--- config.mk ---
export PLATFORM = sky130hd
export DESIGN_NAME = four_wheel_incremental_pid_drive_core
export DESIGN_NICKNAME = d
export VERILOG_FILES = /design/src/hdl/fwpid_pkg.sv /design/src/hdl/fwpid_ctrl.sv /design/src/hdl/fwpid_dp.sv /design/src/hdl/four_wheel_incremental_pid_drive_core.sv
export SDC_FILE = /design/constraint.sdc
export NUM_CORES = 2
export LEC_CHECK = 0
export CORE_MARGIN = 8
export CORE_UTILIZATION = 45
export CTS_CLUSTER_DIAMETER = 50
export DETAILED_ROUTE_END_ITERATION = 8
export DONT_BUFFER_PORTS = 1
export GPL_TIMING_DRIVEN = 0
export PLACE_DENSITY = 0.65
export SLEW_MARGIN = 20
export SYNTH_ARGS = -nofsm -noshare
export SYNTH_HDL_FRONTEND = slang
export SYNTH_SLANG_ARGS = --single-unit
export TNS_END_PERCENT = 1
--- constraint.sdc ---
create_clock -name i_clk -period 38 [get_ports i_clk]
set_input_delay 7.6 -clock i_clk [delete_from_list [all_inputs] [get_ports i_clk]]
set_output_delay 7.6 -clock i_clk [all_outputs]
set_load 0.01 [all_outputs]
--- src/hdl/fwpid_pkg.sv ---
// package: shared types, constants and commands for the four wheel pid drive
package fwpid_pkg;
    localparam int WHEELS = 4;
    localparam int GAIN_FRAC_BITS = 8;
    localparam int WHL_W = $clog2(WHEELS);
    localparam int ERR_W = 17;
    localparam int DRV_W = 14;
    localparam int INNER_W = 42;
    localparam int PROD_W = INNER_W + 17;

    localparam logic [2:0] CFG_PROP_GAIN    = 3'd0;
    localparam logic [2:0] CFG_INTEG_GAIN   = 3'd1;
    localparam logic [2:0] CFG_DERIV_GAIN   = 3'd2;
    localparam logic [2:0] CFG_DRIVE_LIMIT  = 3'd3;
    localparam logic [2:0] CFG_PWM_PERIOD   = 3'd4;
    localparam logic [2:0] CFG_GEOMETRY_SUM = 3'd5;

    typedef enum logic [2:0] {
        ST_IDLE,
        ST_TARGET,
        ST_INNER,
        ST_MULT,
        ST_DRIVE,
        ST_OUT
    } t_state;

    typedef struct packed {
        logic             load;
        logic             target;
        logic             inner;
        logic             mult;
        logic             drive;
        logic [WHL_W-1:0] wheel;
        logic             out_load;
    } t_cmd;
endpackage

--- src/hdl/fwpid_ctrl.sv ---
// controller: sequences target, pid and output steps over the four wheels
module fwpid_ctrl (
    input  logic            i_clk,
    input  logic            i_rst_n,
    input  logic            i_in_valid,
    output logic            o_in_stall,
    input  logic            i_out_busy,
    output fwpid_pkg::t_cmd o_cmd
);
    import fwpid_pkg::*;

    t_state r_state, n_state;
    logic [WHL_W-1:0] r_wheel, n_wheel;

    always_ff @(posedge i_clk) begin
        if (!i_rst_n) begin
            r_state <= ST_IDLE;
            r_wheel <= '0;
        end else begin
            r_state <= n_state;
            r_wheel <= n_wheel;
        end
    end

    always_comb begin
        n_state = r_state;
        n_wheel = r_wheel;
        case (r_state)
            ST_IDLE:   if (i_in_valid) n_state = ST_TARGET;
            ST_TARGET: begin
                n_state = ST_INNER;
                n_wheel = '0;
            end
            ST_INNER:  n_state = ST_MULT;
            ST_MULT:   n_state = ST_DRIVE;
            ST_DRIVE: begin
                if (r_wheel == WHL_W'(WHEELS - 1)) begin
                    n_state = ST_OUT;
                end else begin
                    n_state = ST_INNER;
                    n_wheel = r_wheel + 1'b1;
                end
            end
            ST_OUT:    if (!i_out_busy) n_state = ST_IDLE;
            default:   n_state = ST_IDLE;
        endcase
    end

    always_comb begin
        o_cmd = '0;
        o_cmd.wheel = r_wheel;
        o_in_stall = (r_state != ST_IDLE);
        case (r_state)
            ST_IDLE:   o_cmd.load = i_in_valid;
            ST_TARGET: o_cmd.target = 1'b1;
            ST_INNER:  o_cmd.inner = 1'b1;
            ST_MULT:   o_cmd.mult = 1'b1;
            ST_DRIVE:  o_cmd.drive = 1'b1;
            ST_OUT:    o_cmd.out_load = !i_out_busy;
            default:   o_cmd = '0;
        endcase
    end
endmodule

--- src/hdl/fwpid_dp.sv ---
// datapath: kinematics, shared pid arithmetic, drive state and compare values
module fwpid_dp (
    input  logic                  i_clk,
    input  logic                  i_rst_n,
    input  fwpid_pkg::t_cmd       i_cmd,
    input  logic signed [13:0]    i_cmd_vx,
    input  logic signed [13:0]    i_cmd_vy,
    input  logic signed [9:0]     i_cmd_w,
    input  logic signed [15:0]    i_enc_wheel0,
    input  logic signed [15:0]    i_enc_wheel1,
    input  logic signed [15:0]    i_enc_wheel2,
    input  logic signed [15:0]    i_enc_wheel3,
    input  logic [15:0]           i_prop_gain,
    input  logic [7:0]            i_integ_gain,
    input  logic [7:0]            i_deriv_gain,
    input  logic [12:0]           i_drive_limit,
    input  logic [12:0]           i_pwm_period,
    input  logic [7:0]            i_geometry_sum,
    output logic [12:0]           o_cmp [fwpid_pkg::WHEELS],
    output logic                  o_dir [fwpid_pkg::WHEELS]
);
    import fwpid_pkg::*;

    logic signed [13:0] r_vx, r_vy;
    logic signed [9:0]  r_w;
    logic signed [15:0] r_enc [WHEELS];
    logic signed [15:0] r_tgt [WHEELS];
    logic signed [ERR_W-1:0] r_le [WHEELS];
    logic signed [ERR_W-1:0] r_oe [WHEELS];
    logic signed [DRV_W-1:0] r_drv [WHEELS];
    logic signed [ERR_W-1:0] r_e;
    logic signed [INNER_W-1:0] r_inner;
    logic signed [PROD_W-1:0] r_prod;

    logic signed [18:0] s_r;
    logic signed [19:0] s_t [WHEELS];
    logic signed [ERR_W-1:0] s_e, s_pe, s_p2e;
    logic signed [INNER_W-1:0] s_inner;
    logic signed [PROD_W-1:0] s_inc;
    logic signed [PROD_W-1:0] s_sum;
    logic signed [DRV_W-1:0] s_d;
    logic signed [14:0] s_cmp [WHEELS];

    function automatic logic signed [15:0] sat16(input logic signed [19:0] v);
        if (v > 20'sd32767) return 16'sh7fff;
        else if (v < -20'sd32768) return 16'sh8000;
        else return v[15:0];
    endfunction

    assign s_r = 19'(r_w) * $signed({11'd0, i_geometry_sum});
    assign s_t[0] = 20'(r_vy) - 20'(r_vx) + 20'(s_r);
    assign s_t[1] = 20'(r_vy) + 20'(r_vx) - 20'(s_r);
    assign s_t[2] = 20'(r_vx) - 20'(r_vy) + 20'(s_r);
    assign s_t[3] = -(20'(r_vy) + 20'(r_vx) + 20'(s_r));

    assign s_e   = ERR_W'(r_tgt[i_cmd.wheel]) - ERR_W'(r_enc[i_cmd.wheel]);
    assign s_pe  = r_le[i_cmd.wheel];
    assign s_p2e = r_oe[i_cmd.wheel];
    assign s_inner = (INNER_W'(s_e) - INNER_W'(s_pe)) * (INNER_W'(1) <<< GAIN_FRAC_BITS)
                   + INNER_W'(s_e) * $signed({1'b0, i_integ_gain})
                   + (INNER_W'(s_e) - 2 * INNER_W'(s_pe) + INNER_W'(s_p2e))
                     * $signed({1'b0, i_deriv_gain});

    // truncate toward zero
    assign s_inc = (r_prod < 0)
                 ? -((-r_prod) >>> (2 * GAIN_FRAC_BITS))
                 : (r_prod >>> (2 * GAIN_FRAC_BITS));
    assign s_sum = PROD_W'(r_drv[i_cmd.wheel]) + s_inc;
    assign s_d = (s_sum > $signed(PROD_W'(i_drive_limit))) ? DRV_W'(i_drive_limit)
               : (s_sum < -$signed(PROD_W'(i_drive_limit))) ? -DRV_W'(i_drive_limit)
               : s_sum[DRV_W-1:0];

    always_ff @(posedge i_clk) begin
        if (i_cmd.load) begin
            r_vx <= i_cmd_vx;
            r_vy <= i_cmd_vy;
            r_w  <= i_cmd_w;
            r_enc[0] <= i_enc_wheel0;
            r_enc[1] <= i_enc_wheel1;
            r_enc[2] <= i_enc_wheel2;
            r_enc[3] <= i_enc_wheel3;
        end
        if (i_cmd.target) begin
            for (int k = 0; k < WHEELS; k++) r_tgt[k] <= sat16(s_t[k]);
        end
        if (i_cmd.inner) begin
            r_e <= s_e;
            r_inner <= s_inner;
        end
        if (i_cmd.mult) r_prod <= PROD_W'(r_inner) * $signed({1'b0, i_prop_gain});
    end

    always_ff @(posedge i_clk) begin
        if (!i_rst_n) begin
            for (int k = 0; k < WHEELS; k++) begin
                r_le[k] <= '0;
                r_oe[k] <= '0;
                r_drv[k] <= '0;
            end
        end else if (i_cmd.drive) begin
            r_oe[i_cmd.wheel]  <= r_le[i_cmd.wheel];
            r_le[i_cmd.wheel]  <= r_e;
            r_drv[i_cmd.wheel] <= s_d;
        end
    end

    always_comb begin
        for (int k = 0; k < WHEELS; k++) begin
            s_cmp[k] = $signed({2'b0, i_pwm_period}) + 15'(r_drv[k]);
            o_dir[k] = !r_drv[k][DRV_W-1];
            if (o_dir[k]) o_cmp[k] = r_drv[k][12:0];
            else if (s_cmp[k] < 0) o_cmp[k] = '0;
            else o_cmp[k] = s_cmp[k][12:0];
        end
    end
endmodule

--- src/hdl/four_wheel_incremental_pid_drive_core.sv ---
// top level: four wheel incremental pid drive with config registers and output register
// Use: one input transfer per control tick carries vx, vy, w and four encoder counts.
// The block stalls the input while it works on a tick, then presents one result
// transfer holding a compare value and direction bit for each wheel.
// Sequence: setup and kinematics, then the inner, multiply and drive steps for each
// wheel in turn through the shared pid multiplier, then the output load; the
// next tick is taken the cycle after the result is loaded into the output
// register; no new tick is taken while one is still in work.
// The output register holds its result while the receiver stalls; a new result
// waits in the controller until that register is free, and the input stays stalled.
// Configuration writes are always ready and should be made while idle.
// Reset clears error history, drive values, control state and loads default gains.
// Unknown register indexes are ignored.
module four_wheel_incremental_pid_drive_core (
    input  logic               i_clk,
    input  logic               i_rst_n,
    input  logic               i_valid,
    output logic               o_stall,
    input  logic signed [13:0] i_cmd_vx,
    input  logic signed [13:0] i_cmd_vy,
    input  logic signed [9:0]  i_cmd_w,
    input  logic signed [15:0] i_enc_wheel0,
    input  logic signed [15:0] i_enc_wheel1,
    input  logic signed [15:0] i_enc_wheel2,
    input  logic signed [15:0] i_enc_wheel3,
    output logic               o_valid,
    input  logic               i_stall,
    output logic [12:0]        o_cmp_wheel0,
    output logic               o_dir_wheel0,
    output logic [12:0]        o_cmp_wheel1,
    output logic               o_dir_wheel1,
    output logic [12:0]        o_cmp_wheel2,
    output logic               o_dir_wheel2,
    output logic [12:0]        o_cmp_wheel3,
    output logic               o_dir_wheel3,
    input  logic               i_cfg_valid,
    output logic               o_cfg_ready,
    input  logic [2:0]         i_cfg_index,
    input  logic [15:0]        i_cfg_data
);
    import fwpid_pkg::*;

    t_cmd s_cmd;
    logic r_valid;
    logic [15:0] r_prop_gain;
    logic [7:0]  r_integ_gain, r_deriv_gain, r_geometry_sum;
    logic [12:0] r_drive_limit, r_pwm_period;
    logic [12:0] s_cmp [WHEELS];
    logic        s_dir [WHEELS];
    logic [12:0] r_cmp [WHEELS];
    logic        r_dir [WHEELS];

    assign o_cfg_ready = 1'b1;

    always_ff @(posedge i_clk) begin
        if (!i_rst_n) begin
            r_prop_gain    <= 16'd3840;
            r_integ_gain   <= 8'd77;
            r_deriv_gain   <= 8'd102;
            r_drive_limit  <= 13'd7200;
            r_pwm_period   <= 13'd7200;
            r_geometry_sum <= 8'd20;
        end else if (i_cfg_valid) begin
            case (i_cfg_index)
                CFG_PROP_GAIN:    r_prop_gain    <= i_cfg_data;
                CFG_INTEG_GAIN:   r_integ_gain   <= i_cfg_data[7:0];
                CFG_DERIV_GAIN:   r_deriv_gain   <= i_cfg_data[7:0];
                CFG_DRIVE_LIMIT:  r_drive_limit  <= i_cfg_data[12:0];
                CFG_PWM_PERIOD:   r_pwm_period   <= i_cfg_data[12:0];
                CFG_GEOMETRY_SUM: r_geometry_sum <= i_cfg_data[7:0];
                default: ;
            endcase
        end
    end

    fwpid_ctrl u_ctrl (
        .i_clk      (i_clk),
        .i_rst_n    (i_rst_n),
        .i_in_valid (i_valid),
        .o_in_stall (o_stall),
        .i_out_busy (r_valid && i_stall),
        .o_cmd      (s_cmd)
    );

    fwpid_dp u_dp (
        .i_clk          (i_clk),
        .i_rst_n        (i_rst_n),
        .i_cmd          (s_cmd),
        .i_cmd_vx       (i_cmd_vx),
        .i_cmd_vy       (i_cmd_vy),
        .i_cmd_w        (i_cmd_w),
        .i_enc_wheel0   (i_enc_wheel0),
        .i_enc_wheel1   (i_enc_wheel1),
        .i_enc_wheel2   (i_enc_wheel2),
        .i_enc_wheel3   (i_enc_wheel3),
        .i_prop_gain    (r_prop_gain),
        .i_integ_gain   (r_integ_gain),
        .i_deriv_gain   (r_deriv_gain),
        .i_drive_limit  (r_drive_limit),
        .i_pwm_period   (r_pwm_period),
        .i_geometry_sum (r_geometry_sum),
        .o_cmp          (s_cmp),
        .o_dir          (s_dir)
    );

    always_ff @(posedge i_clk) begin
        if (!i_rst_n) begin
            r_valid <= 1'b0;
        end else if (s_cmd.out_load) begin
            r_valid <= 1'b1;
        end else if (!i_stall) begin
            r_valid <= 1'b0;
        end
    end

    always_ff @(posedge i_clk) begin
        if (s_cmd.out_load) begin
            r_cmp <= s_cmp;
            r_dir <= s_dir;
        end
    end

    assign o_valid = r_valid;
    assign o_cmp_wheel0 = r_cmp[0];
    assign o_dir_wheel0 = r_dir[0];
    assign o_cmp_wheel1 = r_cmp[1];
    assign o_dir_wheel1 = r_dir[1];
    assign o_cmp_wheel2 = r_cmp[2];
    assign o_dir_wheel2 = r_dir[2];
    assign o_cmp_wheel3 = r_cmp[3];
    assign o_dir_wheel3 = r_dir[3];
endmodule

==> metrics.cfg <==
[sta]
maxSlewViolCount = 0
setup_tns_ps = 0
period_share_pct = 41.8
fin_crit_ps = 15880
rsz0062_at_grt = no
fmax_mhz = 63.0
hold_viol = 0
max-slew-margin-rel_pct = 17.1
fin_skew_ps = 48.3
tightest_slew_ps = 1240
setup_viol = 0

[logic_synthesis]
synth_area_um2 = 76900
synth_top_cell_area_share_pct = 27.0
synth_seq_cells = 604
post_synth_num_cell_types = 93
yosysTopAreaCell = fa_1
synth_area_leaders = fa_1, edfxtp_1, ha_1
synth_edf_count = 532
ys_warn_count = 0
postSynth.asyncResetShare_pct = 0
syn-num-nets = 10038
synth_cells = 8219
avgSynthCellArea_um2 = 9.36
yosysSeqAreaShare_pct = 22.6
synthFlopType = edfxtp_1

[floorplan]
io_pins = 185
rows = 151
initial_utilization_pct = 45.4
coreArea_um2 = 170000
fp.dieH_um = 430
dieWidth_um = 430
die-area_um2 = 184000

[global_route]
grt_pass1_wl_um = 346000
grt_pass1_vias = 60635
grt_usage_pct = 23.7
overflow = 0
antenna_found_initial = 9
grt_max_degree = 59

[setup_path]
cp-end-kind = flip-flop
cp_slowest_cell = clkbuf_1
path_max_fanout = 11
cp.arrival_ps = 16280
cp.required_ps = 38400
cp-start-kind = flip-flop
critPathMaxStageDelay_ps = 730
cp_common_cell = fa_1
worstSetupPathType = flip-flop to flip-flop

[layout]
final_core_util_pct = 49.0
area_growth_pct = 8.01
fin_cells = 10614
fill_cells = 15685
layout.nets = 10152
drive_gt1_share_pct = 3.03

[drt]
first_pass_iters = 6
wl_met1_um = 90800
drt-vias-per-instance = 5.52
drt_wl_total_um = 221000
drc = 0
top_layer = met5
num_vias = 58633
met3_length_um = 15500
drt-wirelength-per-cell_um = 20.9
drtAntennaViolNets = 0
wl_met2_um = 106000
drt-initial-drc-count = 4512

[clocking]
cts_root_buf = clkbuf_16
clkLatencyLatePin_ps = 700
clkSlewWorstSetupHoldPaths_ps = 60
cts_sinks = 604
cts-hold-fix-buffers = 0
cts_tree = yes
cts_made_buffers = 79
post-cts-setup-buffers = 0
ctsLongestPathBuffers = 3
cts_max_level = 3
ctsResizeCount = 0

[place]
hpwlAfterDp_um = 183000
place_congestion = 0.946
io_buffers = 0
dp.cells = 10470

[run_status]
status = complete, no violations

[worst_hold_path]
hold_class = flip-flop to flip-flop

[run]
maxCapViolCount = 0

## flip-flops by register name (all words and copies together), names as in the netlist, 16 cells and up
| name | count |
|---|---|
| u_dp.r_le | 68 |
| u_dp.r_drv | 56 |
| u_dp.r_oe | 68 |
| r_prop_gain | 16 |
| u_dp.r_e | 17 |
| u_dp.r_prod | 59 |
| u_dp.r_tgt | 64 |
| u_dp.r_inner | 42 |
| u_dp.r_enc | 64 |
## routing by layer
metal,GRT usage [%],up-vias
met3,3.87,430
met4,8.86,4
met5,0,-
met1,30.6,29346
met2,40.1,1988
li1,-,26865
## cell usage in the layout (no fill, tap or decap), drive strengths merged, types with 10 or more instances in the layout
| cell | Yosys | layout |
|---|---|---|
| a211o | 10 | 10 |
| a211oi | 21 | 21 |
| a21boi | 65 | 65 |
| a21o | 193 | 193 |
| a21oi | 334 | 334 |
| a221oi | 37 | 37 |
| a31oi | 54 | 54 |
| and2 | 515 | 515 |
| and3 | 54 | 54 |
| and4 | 14 | 14 |
| buf | 21 | 54 |
| clkbuf | 297 | 387 |
| clkinv | 1 | 27 |
| dfxtp | 72 | 72 |
| edfxtp | 532 | 532 |
| fa | 1039 | 1039 |
| ha | 654 | 654 |
| inv | 1396 | 1411 |
| mux2i | 16 | 16 |
| nand2 | 1117 | 1117 |
| nand2b | 43 | 43 |
| nand3 | 108 | 108 |
| nand4 | 44 | 44 |
| nor2 | 377 | 377 |
| nor2b | 57 | 57 |
| nor3 | 66 | 66 |
| nor4 | 38 | 38 |
| o211ai | 26 | 26 |
| o21a | 55 | 55 |
| o21ai | 214 | 214 |
| o21bai | 71 | 71 |
| o22ai | 34 | 34 |
| o2bb2ai | 50 | 50 |
| o31ai | 23 | 23 |
| or2 | 16 | 16 |
| or3 | 27 | 27 |
| or4 | 11 | 11 |
| xnor2 | 288 | 288 |
| xor2 | 96 | 96 |
## critical path: cells and delay by family, from the launching register on
kind | cells | cell delay, ps
compound gates | 19 | 4620
xor+xnor | 1 | 170
buf+inv | 10 | 2740
fa+ha+maj | 10 | 4950
simple gates | 13 | 2790
flops | 1 | 310
## worst paths after layout
kind / slack (ps) / endpoint / startpoint / cells past startpoint
min: 470 / r_geometry_sum[3]$_SDFFE_PN0P_ / r_geometry_sum[3]$_SDFFE_PN0P_ / 2
max: 22120 / u_dp.r_inner[41]$_DFFE_PP_ / u_ctrl.r_state[2]$_SDFFE_PN0P_ / 53
max reg2reg: 22120 / u_dp.r_inner[41]$_DFFE_PP_ / u_ctrl.r_state[2]$_SDFFE_PN0P_ / 53
min reg2reg: 470 / r_geometry_sum[3]$_SDFFE_PN0P_ / r_geometry_sum[3]$_SDFFE_PN0P_ / 2
## kinds of logic after synthesis
logic type	after synthesis	share of synthesized area [%]
AOI/OAI and AO/OA	1290	11.1
xor gates and xnor gates	384	4.38
adders and majority gates	1693	37.7
buffers and inverters	1715	8.39
DFF	604	22.6
muxes	21	0.286
other	1	0.00487
and+or+nand+nor	2511	15.5
## layout make-up
type                    instances  area, um^2  share of cell area [%]
well taps                    2218        2780                    3.34
clock inverters                51         688                   0.828
flip-flops and latches        604       17400                    21.0
repair buffers                 33         430                   0.518
inverters                    1397        5240                    6.31
clock buffers                  90        2070                    2.49
diodes                          3        7.51                 0.00903
plain buffers                 318        1210                    1.46
multi-input cells            5900       53300                    64.1
## cells in the mapped netlist, drive strengths merged (65+ instances only)
library cell and number:
a21boi 65, a21o 193, a21oi 334, and2 515, clkbuf 297, dfxtp 72, edfxtp 532, fa 1039
ha 654, inv 1396, nand2 1117, nand3 108, nor2 377, nor3 66, o21ai 214, o21bai 71
xnor2 288, xor2 96
## per-stage QoR
| step | hold slack (ps) | cell area (um^2) | setup WS [ps] |
|---|---|---|---|
| global placement | 453 | 79700 | 21320 |
| detailed placement | 460 | 80300 | 22190 |
| CTS | 468 | 83100 | 22120 |
| floorplan | 442 | 76900 | 25400 |
| finish | 472 | 83100 | 22120 |
| global route | 512 | 83100 | 21030 |
Power is not shown: default switching activity piles up to over one toggle a cycle in this logic, so the estimate is an artifact.
